## config.mk

```make
export PLATFORM = sky130hd
export DESIGN_NAME = epoch_to_calendar
export DESIGN_NICKNAME = d
export VERILOG_FILES = /design/src/sv/e2cal_pkg.sv /design/src/sv/e2cal_front.sv /design/src/sv/e2cal_queue.sv /design/src/sv/e2cal_back.sv /design/src/sv/epoch_to_calendar.sv
export SDC_FILE = /design/constraint.sdc
export NUM_CORES = 2
export LEC_CHECK = 0
export ABC_CLOCK_PERIOD_IN_PS = 14000
export BUFFER_PORTS_ARGS = -buffer_cell sky130_fd_sc_hd__buf_2
export CORE_UTILIZATION = 55
export CTS_CLUSTER_DIAMETER = 200
export DETAILED_ROUTE_END_ITERATION = 12
export PLACE_DENSITY = 0.78
export SLEW_MARGIN = 10
export SYNTH_ARGS = -nofsm -noshare
export SYNTH_HDL_FRONTEND = slang
export SYNTH_HIERARCHICAL = 1
export SYNTH_SLANG_ARGS = --single-unit
```

## constraint.sdc

```tcl
create_clock -name i_clk -period 14 [get_ports i_clk]
set_input_delay 0 -clock i_clk [delete_from_list [all_inputs] [get_ports i_clk]]
set_output_delay 0 -clock i_clk [all_outputs]
set_load 0.02 [all_outputs]
```

## src/sv/e2cal_pkg.sv

```systemverilog
`timescale 1ns / 1ps
// ----------------------------------------------------------------------------
// e2cal_pkg
// shared types, constants and table functions for the epoch to calendar block
// ----------------------------------------------------------------------------
package e2cal_pkg;

    localparam int IN_TDATA_W  = 40;
    localparam int OUT_TDATA_W = 48;
    localparam int SECS_W      = 33;
    localparam int QUEUE_DEPTH = 4;

    localparam logic [32:0] LAST_SECOND = 33'd4102444799;

    localparam int SEC_PER_MIN   = 60;
    localparam int SEC_PER_HOUR  = 3600;
    localparam int SEC_PER_DAY   = 86400;
    localparam int DAYS_PER_WEEK = 7;
    localparam int DAYS_PER_CYC  = 4 * 365 + 1;
    localparam int YEAR1_START   = 365;
    localparam int YEAR2_START   = 365 * 2;
    localparam int YEAR3_START   = 365 * 3 + 1;
    localparam int EPOCH_YEAR    = 70;
    localparam int EPOCH_WDAY    = 4;

    // reciprocal shifts, chosen no narrower than the dividend so that the
    // estimate is low by at most one
    localparam int DAY_SHIFT   = 25;
    localparam int HOUR_SHIFT  = 17;
    localparam int CYC_SHIFT   = 16;
    localparam int WEEK_SHIFT  = 17;
    localparam int MIN_SHIFT   = 12;
    localparam int DAY_DIV     = SEC_PER_DAY / 128;
    localparam int RECIP_DAY   = (1 << DAY_SHIFT) / DAY_DIV;
    localparam int RECIP_HOUR  = (1 << HOUR_SHIFT) / SEC_PER_HOUR;
    localparam int RECIP_CYC   = (1 << CYC_SHIFT) / DAYS_PER_CYC;
    localparam int RECIP_WEEK  = (1 << WEEK_SHIFT) / DAYS_PER_WEEK;
    localparam int RECIP_MIN   = (1 << MIN_SHIFT) / SEC_PER_MIN;

    typedef struct packed {
        logic        oor;
        logic [31:0] secs;
    } t_item;

    // cumulative days before each month
    function automatic logic [8:0] month_start(input logic leap, input logic [3:0] mon);
        logic [8:0] v;
        case (mon)
            4'd0:    v = 9'd0;
            4'd1:    v = 9'd31;
            4'd2:    v = leap ? 9'd60  : 9'd59;
            4'd3:    v = leap ? 9'd91  : 9'd90;
            4'd4:    v = leap ? 9'd121 : 9'd120;
            4'd5:    v = leap ? 9'd152 : 9'd151;
            4'd6:    v = leap ? 9'd182 : 9'd181;
            4'd7:    v = leap ? 9'd213 : 9'd212;
            4'd8:    v = leap ? 9'd244 : 9'd243;
            4'd9:    v = leap ? 9'd274 : 9'd273;
            4'd10:   v = leap ? 9'd305 : 9'd304;
            4'd11:   v = leap ? 9'd335 : 9'd334;
            default: v = 9'd0;
        endcase
        return v;
    endfunction

    function automatic logic [3:0] month_of(input logic leap, input logic [8:0] yday);
        logic [3:0] m;
        m = 4'd0;
        for (int i = 1; i < 12; i++) begin
            if (month_start(leap, 4'(i)) <= yday) begin
                m = 4'(i);
            end
        end
        return m;
    endfunction

endpackage

```

## src/sv/e2cal_front.sv

```systemverilog
`timescale 1ns / 1ps
`default_nettype none
// ----------------------------------------------------------------------------
// e2cal_front
// input register; flags timestamps past the end of 2099
// ----------------------------------------------------------------------------
module e2cal_front (
    input  wire logic                  i_clk,
    input  wire logic                  i_rst_n,
    input  wire logic                  i_s_tvalid,
    output logic                       o_s_tready,
    input  wire logic [32:0]           i_secs,
    output logic                       o_valid,
    input  wire logic                  i_ready,
    output e2cal_pkg::t_item           o_item
);

    logic             r_vld;
    e2cal_pkg::t_item r_item;
    e2cal_pkg::t_item n_item;

    assign o_s_tready = !r_vld || i_ready;
    assign o_valid    = r_vld;
    assign o_item     = r_item;

    always_comb begin
        n_item.oor  = i_secs > e2cal_pkg::LAST_SECOND;
        n_item.secs = i_secs[31:0];
    end

    always_ff @(posedge i_clk) begin
        if (!i_rst_n) begin
            r_vld <= 1'b0;
        end else if (o_s_tready) begin
            r_vld <= i_s_tvalid;
        end
    end

    always_ff @(posedge i_clk) begin
        if (o_s_tready && i_s_tvalid) begin
            r_item <= n_item;
        end
    end

endmodule
`default_nettype wire

```

## src/sv/e2cal_queue.sv

```systemverilog
`timescale 1ns / 1ps
`default_nettype none
// ----------------------------------------------------------------------------
// e2cal_queue
// short register queue between the front and the conversion pipeline
// ----------------------------------------------------------------------------
module e2cal_queue #(
    parameter int DEPTH = e2cal_pkg::QUEUE_DEPTH
) (
    input  wire logic              i_clk,
    input  wire logic              i_rst_n,
    input  wire logic              i_valid,
    output logic                   o_ready,
    input  wire e2cal_pkg::t_item  i_item,
    output logic                   o_valid,
    input  wire logic              i_ready,
    output e2cal_pkg::t_item       o_item
);

    localparam int PTR_W = (DEPTH > 1) ? $clog2(DEPTH) : 1;
    localparam int CNT_W = $clog2(DEPTH + 1);

    e2cal_pkg::t_item r_mem [DEPTH];
    logic [PTR_W-1:0] r_wptr;
    logic [PTR_W-1:0] r_rptr;
    logic [CNT_W-1:0] r_count;
    logic             push;
    logic             pop;

    assign o_ready = r_count != CNT_W'(DEPTH);
    assign o_valid = r_count != '0;
    assign o_item  = r_mem[r_rptr];
    assign push    = i_valid && o_ready;
    assign pop     = o_valid && i_ready;

    always_ff @(posedge i_clk) begin
        if (!i_rst_n) begin
            r_wptr  <= '0;
            r_rptr  <= '0;
            r_count <= '0;
        end else begin
            if (push) begin
                r_wptr <= (r_wptr == PTR_W'(DEPTH - 1)) ? '0 : r_wptr + 1'b1;
            end
            if (pop) begin
                r_rptr <= (r_rptr == PTR_W'(DEPTH - 1)) ? '0 : r_rptr + 1'b1;
            end
            if (push && !pop) begin
                r_count <= r_count + 1'b1;
            end else if (pop && !push) begin
                r_count <= r_count - 1'b1;
            end
        end
    end

    always_ff @(posedge i_clk) begin
        if (push) begin
            r_mem[r_wptr] <= i_item;
        end
    end

endmodule
`default_nettype wire

```

## src/sv/e2cal_back.sv

```systemverilog
`timescale 1ns / 1ps
`default_nettype none
// ----------------------------------------------------------------------------
// e2cal_back
// seven-stage conversion pipeline: constant divisions by reciprocal multiply
// with a one-step correction, then year and month lookup
// ----------------------------------------------------------------------------
module e2cal_back (
    input  wire logic                  i_clk,
    input  wire logic                  i_rst_n,
    input  wire logic                  i_valid,
    output logic                       o_ready,
    input  wire e2cal_pkg::t_item      i_item,
    output logic                       o_m_tvalid,
    input  wire logic                  i_m_tready,
    output logic [47:0]                o_m_tdata,
    output logic                       o_m_tuser
);

    localparam int NUM_STAGES = 7;

    logic [NUM_STAGES-1:0] r_vld;
    logic [NUM_STAGES-1:0] r_oor;
    logic [NUM_STAGES:0]   adv;

    // a stage moves when it is empty or the next one moves
    always_comb begin
        adv[NUM_STAGES] = i_m_tready;
        for (int i = NUM_STAGES - 1; i >= 0; i--) begin
            adv[i] = !r_vld[i] || adv[i+1];
        end
    end

    assign o_ready    = adv[0];
    assign o_m_tvalid = r_vld[NUM_STAGES-1];

    always_ff @(posedge i_clk) begin
        if (!i_rst_n) begin
            r_vld <= '0;
        end else begin
            if (adv[0]) begin
                r_vld[0] <= i_valid;
            end
            for (int i = 1; i < NUM_STAGES; i++) begin
                if (adv[i]) begin
                    r_vld[i] <= r_vld[i-1];
                end
            end
        end
    end

    always_ff @(posedge i_clk) begin
        if (adv[0]) begin
            r_oor[0] <= i_item.oor;
        end
        for (int i = 1; i < NUM_STAGES; i++) begin
            if (adv[i]) begin
                r_oor[i] <= r_oor[i-1];
            end
        end
    end

    // stage 1: day estimate, t / 86400 = (t >> 7) / 675
    logic [40:0] n1_prod;
    logic [31:0] r1_secs;
    logic [15:0] r1_q;

    assign n1_prod = 41'(i_item.secs[31:7]) * 41'(e2cal_pkg::RECIP_DAY);

    always_ff @(posedge i_clk) begin
        if (adv[0]) begin
            r1_secs <= i_item.secs;
            r1_q    <= n1_prod[40:25];
        end
    end

    // stage 2: seconds left over, below two days
    logic [33:0] n2_rem;
    logic [17:0] r2_sod;
    logic [15:0] r2_q;

    assign n2_rem = 34'(r1_secs) - 34'(r1_q) * 34'(e2cal_pkg::SEC_PER_DAY);

    always_ff @(posedge i_clk) begin
        if (adv[1]) begin
            r2_sod <= n2_rem[17:0];
            r2_q   <= r1_q;
        end
    end

    // stage 3: correct the day count
    logic        n3_fix;
    logic [15:0] r3_days;
    logic [16:0] r3_sod;

    assign n3_fix = r2_sod >= 18'(e2cal_pkg::SEC_PER_DAY);

    always_ff @(posedge i_clk) begin
        if (adv[2]) begin
            r3_days <= n3_fix ? r2_q + 16'd1 : r2_q;
            r3_sod  <= n3_fix ? 17'(r2_sod - 18'(e2cal_pkg::SEC_PER_DAY)) : r2_sod[16:0];
        end
    end

    // stage 4: estimates for hour, four-year cycle and weekday
    logic [22:0] n4_hprod;
    logic [21:0] n4_cprod;
    logic [16:0] n4_w;
    logic [31:0] n4_wprod;
    logic [5:0]  r4_hest;
    logic [5:0]  r4_cest;
    logic [14:0] r4_west;
    logic [16:0] r4_sod;
    logic [15:0] r4_days;
    logic [16:0] r4_w;

    assign n4_hprod = 23'(r3_sod) * 23'(e2cal_pkg::RECIP_HOUR);
    assign n4_cprod = 22'(r3_days) * 22'(e2cal_pkg::RECIP_CYC);
    assign n4_w     = 17'(r3_days) + 17'(e2cal_pkg::EPOCH_WDAY);
    assign n4_wprod = 32'(n4_w) * 32'(e2cal_pkg::RECIP_WEEK);

    always_ff @(posedge i_clk) begin
        if (adv[3]) begin
            r4_hest <= n4_hprod[22:17];
            r4_cest <= n4_cprod[21:16];
            r4_west <= n4_wprod[31:17];
            r4_sod  <= r3_sod;
            r4_days <= r3_days;
            r4_w    <= n4_w;
        end
    end

    // stage 5: remainders with a one-step correction
    logic [16:0] n5_hrem;
    logic [15:0] n5_crem;
    logic [16:0] n5_wrem;
    logic        n5_hfix;
    logic        n5_cfix;
    logic        n5_wfix;
    logic [4:0]  r5_hour;
    logic [11:0] r5_soh;
    logic [5:0]  r5_cyc;
    logic [10:0] r5_cday;
    logic [2:0]  r5_wday;

    assign n5_hrem = r4_sod - 17'(17'(r4_hest) * 17'(e2cal_pkg::SEC_PER_HOUR));
    assign n5_crem = r4_days - 16'(16'(r4_cest) * 16'(e2cal_pkg::DAYS_PER_CYC));
    assign n5_wrem = r4_w - 17'(17'(r4_west) * 17'(e2cal_pkg::DAYS_PER_WEEK));
    assign n5_hfix = n5_hrem >= 17'(e2cal_pkg::SEC_PER_HOUR);
    assign n5_cfix = n5_crem >= 16'(e2cal_pkg::DAYS_PER_CYC);
    assign n5_wfix = n5_wrem >= 17'(e2cal_pkg::DAYS_PER_WEEK);

    always_ff @(posedge i_clk) begin
        if (adv[4]) begin
            r5_hour <= 5'(n5_hfix ? r4_hest + 6'd1 : r4_hest);
            r5_soh  <= 12'(n5_hfix ? n5_hrem - 17'(e2cal_pkg::SEC_PER_HOUR) : n5_hrem);
            r5_cyc  <= n5_cfix ? r4_cest + 6'd1 : r4_cest;
            r5_cday <= 11'(n5_cfix ? n5_crem - 16'(e2cal_pkg::DAYS_PER_CYC) : n5_crem);
            r5_wday <= 3'(n5_wfix ? n5_wrem - 17'(e2cal_pkg::DAYS_PER_WEEK) : n5_wrem);
        end
    end

    // stage 6: minute estimate, year within the cycle
    logic [18:0] n6_mprod;
    logic [1:0]  n6_yoff;
    logic [10:0] n6_ystart;
    logic        n6_leap;
    logic [6:0]  r6_mest;
    logic [11:0] r6_soh;
    logic [4:0]  r6_hour;
    logic [2:0]  r6_wday;
    logic [7:0]  r6_year;
    logic [8:0]  r6_yday;
    logic        r6_leap;

    assign n6_mprod = 19'(r5_soh) * 19'(e2cal_pkg::RECIP_MIN);

    always_comb begin
        n6_yoff   = 2'd0;
        n6_ystart = 11'd0;
        n6_leap   = 1'b0;
        if (r5_cday >= 11'(e2cal_pkg::YEAR3_START)) begin
            n6_yoff   = 2'd3;
            n6_ystart = 11'(e2cal_pkg::YEAR3_START);
        end else if (r5_cday >= 11'(e2cal_pkg::YEAR2_START)) begin
            n6_yoff   = 2'd2;
            n6_ystart = 11'(e2cal_pkg::YEAR2_START);
            n6_leap   = 1'b1;
        end else if (r5_cday >= 11'(e2cal_pkg::YEAR1_START)) begin
            n6_yoff   = 2'd1;
            n6_ystart = 11'(e2cal_pkg::YEAR1_START);
        end
    end

    always_ff @(posedge i_clk) begin
        if (adv[5]) begin
            r6_mest <= n6_mprod[18:12];
            r6_soh  <= r5_soh;
            r6_hour <= r5_hour;
            r6_wday <= r5_wday;
            r6_year <= 8'({r5_cyc, n6_yoff}) + 8'(e2cal_pkg::EPOCH_YEAR);
            r6_yday <= 9'(r5_cday - n6_ystart);
            r6_leap <= n6_leap;
        end
    end

    // stage 7: minute and second, month lookup, output register
    logic [11:0] n7_mrem;
    logic        n7_mfix;
    logic [3:0]  n7_mon;
    logic [8:0]  n7_mday;
    logic [5:0]  r7_sec;
    logic [5:0]  r7_min;
    logic [4:0]  r7_hour;
    logic [2:0]  r7_wday;
    logic [7:0]  r7_year;
    logic [8:0]  r7_yday;
    logic [3:0]  r7_mon;
    logic [4:0]  r7_mday;

    assign n7_mrem = r6_soh - 12'(12'(r6_mest) * 12'(e2cal_pkg::SEC_PER_MIN));
    assign n7_mfix = n7_mrem >= 12'(e2cal_pkg::SEC_PER_MIN);
    assign n7_mon  = e2cal_pkg::month_of(r6_leap, r6_yday);
    assign n7_mday = r6_yday + 9'd1 - e2cal_pkg::month_start(r6_leap, n7_mon);

    // past the end of 2099 every field but the flag reads zero
    always_ff @(posedge i_clk) begin
        if (adv[6]) begin
            if (r_oor[5]) begin
                r7_sec  <= '0;
                r7_min  <= '0;
                r7_hour <= '0;
                r7_wday <= '0;
                r7_year <= '0;
                r7_yday <= '0;
                r7_mon  <= '0;
                r7_mday <= '0;
            end else begin
                r7_sec  <= 6'(n7_mfix ? n7_mrem - 12'(e2cal_pkg::SEC_PER_MIN) : n7_mrem);
                r7_min  <= 6'(n7_mfix ? r6_mest + 7'd1 : r6_mest);
                r7_hour <= r6_hour;
                r7_wday <= r6_wday;
                r7_year <= r6_year;
                r7_yday <= r6_yday;
                r7_mon  <= n7_mon;
                r7_mday <= n7_mday[4:0];
            end
        end
    end

    assign o_m_tdata = {2'b00, r7_mday, r7_mon, r7_yday, r7_year,
                        r7_wday, r7_hour, r7_min, r7_sec};
    assign o_m_tuser = r_oor[NUM_STAGES-1];

endmodule
`default_nettype wire

```

## src/sv/epoch_to_calendar.sv

```systemverilog
`timescale 1ns / 1ps
`default_nettype none
// ----------------------------------------------------------------------------
// epoch_to_calendar
// unix epoch seconds to utc calendar date and time of day
//
// channel  dir  payload                                    marker
// s        in   epoch_seconds                              -
// m        out  sec, min, hour, wday, year, yday, mon, mday out_of_range on tuser
//
// one word per cycle sustained while i_m_tready stays high; a word passes
// the input register, then the queue, then the conversion pipeline,
// whose depth is set by the chain of reciprocal multiplies
// while a finished word waits on i_m_tready, empty pipeline stages keep
// filling; back pressure fills the pipeline and then the queue
// reset clears only the valid flags, queue pointers and queue count
// ----------------------------------------------------------------------------
module epoch_to_calendar #(
    parameter int QUEUE_DEPTH = e2cal_pkg::QUEUE_DEPTH
) (
    input  wire logic        i_clk,
    input  wire logic        i_rst_n,
    input  wire logic        i_s_tvalid,
    output logic             o_s_tready,
    input  wire logic [39:0] i_s_tdata,   // epoch_seconds[32:0], zero pad
    output logic             o_m_tvalid,
    input  wire logic        i_m_tready,
    output logic [47:0]      o_m_tdata,   // second, minute, hour, weekday,
                                          // years_since_1900, day_of_year,
                                          // month_index, day_of_month, zero pad
    output logic             o_m_tuser    // out_of_range
);

    logic             front_valid;
    logic             front_ready;
    e2cal_pkg::t_item front_item;
    logic             queue_valid;
    logic             queue_ready;
    e2cal_pkg::t_item queue_item;
    logic             unused_pad;

    assign unused_pad = |i_s_tdata[39:33];

    e2cal_front u_front (
        .i_clk      (i_clk),
        .i_rst_n    (i_rst_n),
        .i_s_tvalid (i_s_tvalid),
        .o_s_tready (o_s_tready),
        .i_secs     (i_s_tdata[32:0]),
        .o_valid    (front_valid),
        .i_ready    (front_ready),
        .o_item     (front_item)
    );

    e2cal_queue #(
        .DEPTH (QUEUE_DEPTH)
    ) u_queue (
        .i_clk   (i_clk),
        .i_rst_n (i_rst_n),
        .i_valid (front_valid),
        .o_ready (front_ready),
        .i_item  (front_item),
        .o_valid (queue_valid),
        .i_ready (queue_ready),
        .o_item  (queue_item)
    );

    e2cal_back u_back (
        .i_clk      (i_clk),
        .i_rst_n    (i_rst_n),
        .i_valid    (queue_valid),
        .o_ready    (queue_ready),
        .i_item     (queue_item),
        .o_m_tvalid (o_m_tvalid),
        .i_m_tready (i_m_tready),
        .o_m_tdata  (o_m_tdata),
        .o_m_tuser  (o_m_tuser)
    );

endmodule
`default_nettype wire

```

==> flow_summary.json <==
{
  "report.final.slew_viol_count": 0,
  "cap_violations": 0,
  "final_common_cell": "ha_1",
  "seqCellArea_sq_um": 14600,
  "clock_path_buffers": 3,
  "synth_edf_count": 476,
  "cts_hold_buf": 37,
  "clk_pin_slew_ns": 0.06,
  "tns_ns": 0,
  "cts_root_buf": "clkbuf_16",
  "async_flop_share_pct": 0,
  "nFillCells": 4792,
  "htree_levels": 2,
  "track_usage_pct": 20.6,
  "drc": 0,
  "skew_ns": 0.0287,
  "gp_routability_congestion": 0.904,
  "synth_flop_cell": "edfxtp_1",
  "worstMarginPinSlew_ns": 1.03,
  "synth_cell_types": 89,
  "status": "complete, no violations",
  "final_antenna_net_count": 0,
  "slew_headroom_pct": 31.2,
  "end_kind": "flip-flop",
  "vias": 21246,
  "grt_pass1_vias": 22876,
  "post_cts_buffers": 0,
  "synth.yosys.seq_area_share_pct": 41.5,
  "vias_per_cell": 5.45,
  "cts_resized": 0,
  "fin_crit_ns": 7.29,
  "drt-total-wl_microns": 64100,
  "cts.sinks": 493,
  "start_kind": "flip-flop",
  "cts_tree": "done",
  "finalCritPeriodShare_pct": 52.1,
  "min-delay-path-class": "input pin to flip-flop",
  "criticalPathCategory": "flip-flop to flip-flop",
  "fin_nets": 3795,
  "crit_fanout": 8,
  "cts_made_buffers": 52,
  "cp_data_arrival_time_ns": 7.62,
  "start_util_pct": 55.8,
  "final_cell_mix": "520 x ha_1, 476 x edfxtp_1, 465 x inv_1",
  "antenna_found_initial": 0,
  "hold_viol_final": 0,
  "first_pass_iters": 5,
  "rows": 92,
  "antennaDiodeCount": 0,
  "avgSynthCellArea_sq_um": 12.4,
  "setup_viol": 0,
  "die_height_microns": 255,
  "fmax_mhz": 137,
  "drt_iter0_markers": 936,
  "syn_to_final_growth_pct": 10.1,
  "insertion_delay_ns": 0.60,
  "multi_input_area_sq_um": 18700,
  "layout-drive-gt1-share_pct": 8.65,
  "grt_max_degree": 77,
  "core_area_sq_um": 63200,
  "grt_overflow": 0,
  "port_buffers": 85,
  "postSynthCellCount": 2856,
  "synth_area_sq_um": 35300,
  "synth-seq-cells": 493,
  "die-width_microns": 255,
  "rsz0062_at_grt": "no",
  "die_area_sq_um": 65200,
  "pin_count": 95,
  "hpwl_microns": 49400,
  "synth_warnings": 6,
  "crit_required_ns": 14.33,
  "wl_per_cell_microns": 16.4,
  "grt_first_pass_wirelength_microns": 109000
}
[worst paths after layout]
kind / to / slack [ns] / cells past startpoint / start
worst max register to register: u_back/r4_west[14] / 6.71 / 20 / u_back/r3_days[4]
worst min register to register: u_back/r6_hour[2] / 0.41 / 0 / u_back/r5_hour[2]
worst min-delay path: u_front/o_item[1] / 0.11 / 2 / i_s_tdata[1]
worst max-delay path: u_back/r4_west[14] / 6.71 / 20 / u_back/r3_days[4]
[flip-flops by register name, indices dropped and copies added, names as in the netlist, 16 cells and up, named ones only]
name	count
u_back/r2_q	16
u_queue/r_mem	132
u_back/r3_sod	17
u_back/r1_q	16
u_back/r4_sod	17
u_back/r4_days	16
u_back/r3_days	16
u_front/o_item	33
u_back/r2_sod	18
u_back/r1_secs	18
[synthesized netlist by cell type, types with 6 or more instances]
library cell | number | share of area [%]
ha_1 | 520 | 18
nand3_1 | 46 | 0.65
inv_1 | 467 | 5.0
o211ai_1 | 12 | 0.26
a21oi_1 | 95 | 1.3
xnor2_1 | 135 | 3.4
a31oi_1 | 14 | 0.25
a211oi_1 | 15 | 0.32
mux2i_1 | 9 | 0.26
a21boi_0 | 9 | 0.19
o21bai_1 | 11 | 0.23
a41oi_1 | 7 | 0.17
o2111ai_1 | 6 | 0.15
nor2_1 | 108 | 1.1
and3_1 | 14 | 0.25
edfxtp_1 | 476 | 41
nor4_1 | 10 | 0.18
and2_1 | 9 | 0.16
xor2_1 | 66 | 1.6
nand2_1 | 101 | 1.1
o21ai_2 | 6 | 0.15
nand2b_1 | 26 | 0.46
clkbuf_1 | 18 | 0.19
buf_4 | 6 | 0.13
nor3_1 | 38 | 0.54
o22ai_1 | 7 | 0.12
nand4_1 | 29 | 0.51
fa_1 | 219 | 12
o21ai_0 | 85 | 1.2
or2_2 | 7 | 0.12
a21o_1 | 39 | 0.83
mux4_2 | 33 | 2.1
nor2b_1 | 52 | 0.92
dfxtp_1 | 17 | 0.96
a41o_1 | 6 | 0.17
o21a_1 | 18 | 0.38
[critical path, cell delays in order, from the launching register on]
cell and delay, ns:
edfxtp_1 0.56, inv_1 0.15, nor4_1 0.46, nand4_1 0.21, nor2_1 0.23, nand2_1 0.10, xnor2_1 0.55, ha_1 0.39
ha_1 0.34, fa_1 0.57, fa_1 0.45, ha_1 0.32, and4_1 0.19, a21o_1 0.18, a211oi_1 0.72, o21ai_0 0.32
a221oi_1 0.51, o211ai_1 0.21, a31o_2 0.29, a21oi_1 0.20, xnor2_1 0.08
[layout make-up]
class                   instances  share of cell area (%)
multi-input cells            1866                    48.2
flip-flops and latches        493                    37.7
inverters                     467                    4.51
clock buffers                  61                    3.55
well taps                     846                    2.72
repair buffers                132                    2.24
clock inverters                34                    1.07
[logic make-up after synthesis]
group | after synthesis | share of synthesized area, %
compound gates | 399 | 7.75
xor+xnor | 201 | 4.99
fa+ha+maj | 739 | 30.9
buf+inv | 498 | 5.42
flops | 493 | 41.5
mux | 47 | 2.52
other cells | 1 | 0.0106
simple gates | 478 | 6.95
[per-layer routing]
layer	part of all wire (%)	GRT usage, %
met1	42	24.5
met2	52	38.5
met3	3.1	2.56
met4	2.8	6.69
met5	0	0
[metrics by stage]
step	area, sq um	setup WS (ns)	hold WS [ns]	utilization (%)	instances
final	38800	6.71	0.108	61.5	3899
after global routing	38800	6.12	0.0955	61.5	3899
after CTS	38800	6.67	0.0747	61.5	3899
after detailed placement	36700	6.69	0.179	58.1	3767
after global placement	36700	6.75	0.181	58.1	3767
after floorplan	35300	7.69	0.0989	-	2857
Power is not shown: default switching activity piles up to over one toggle a cycle in this logic, so the estimate is an artifact.
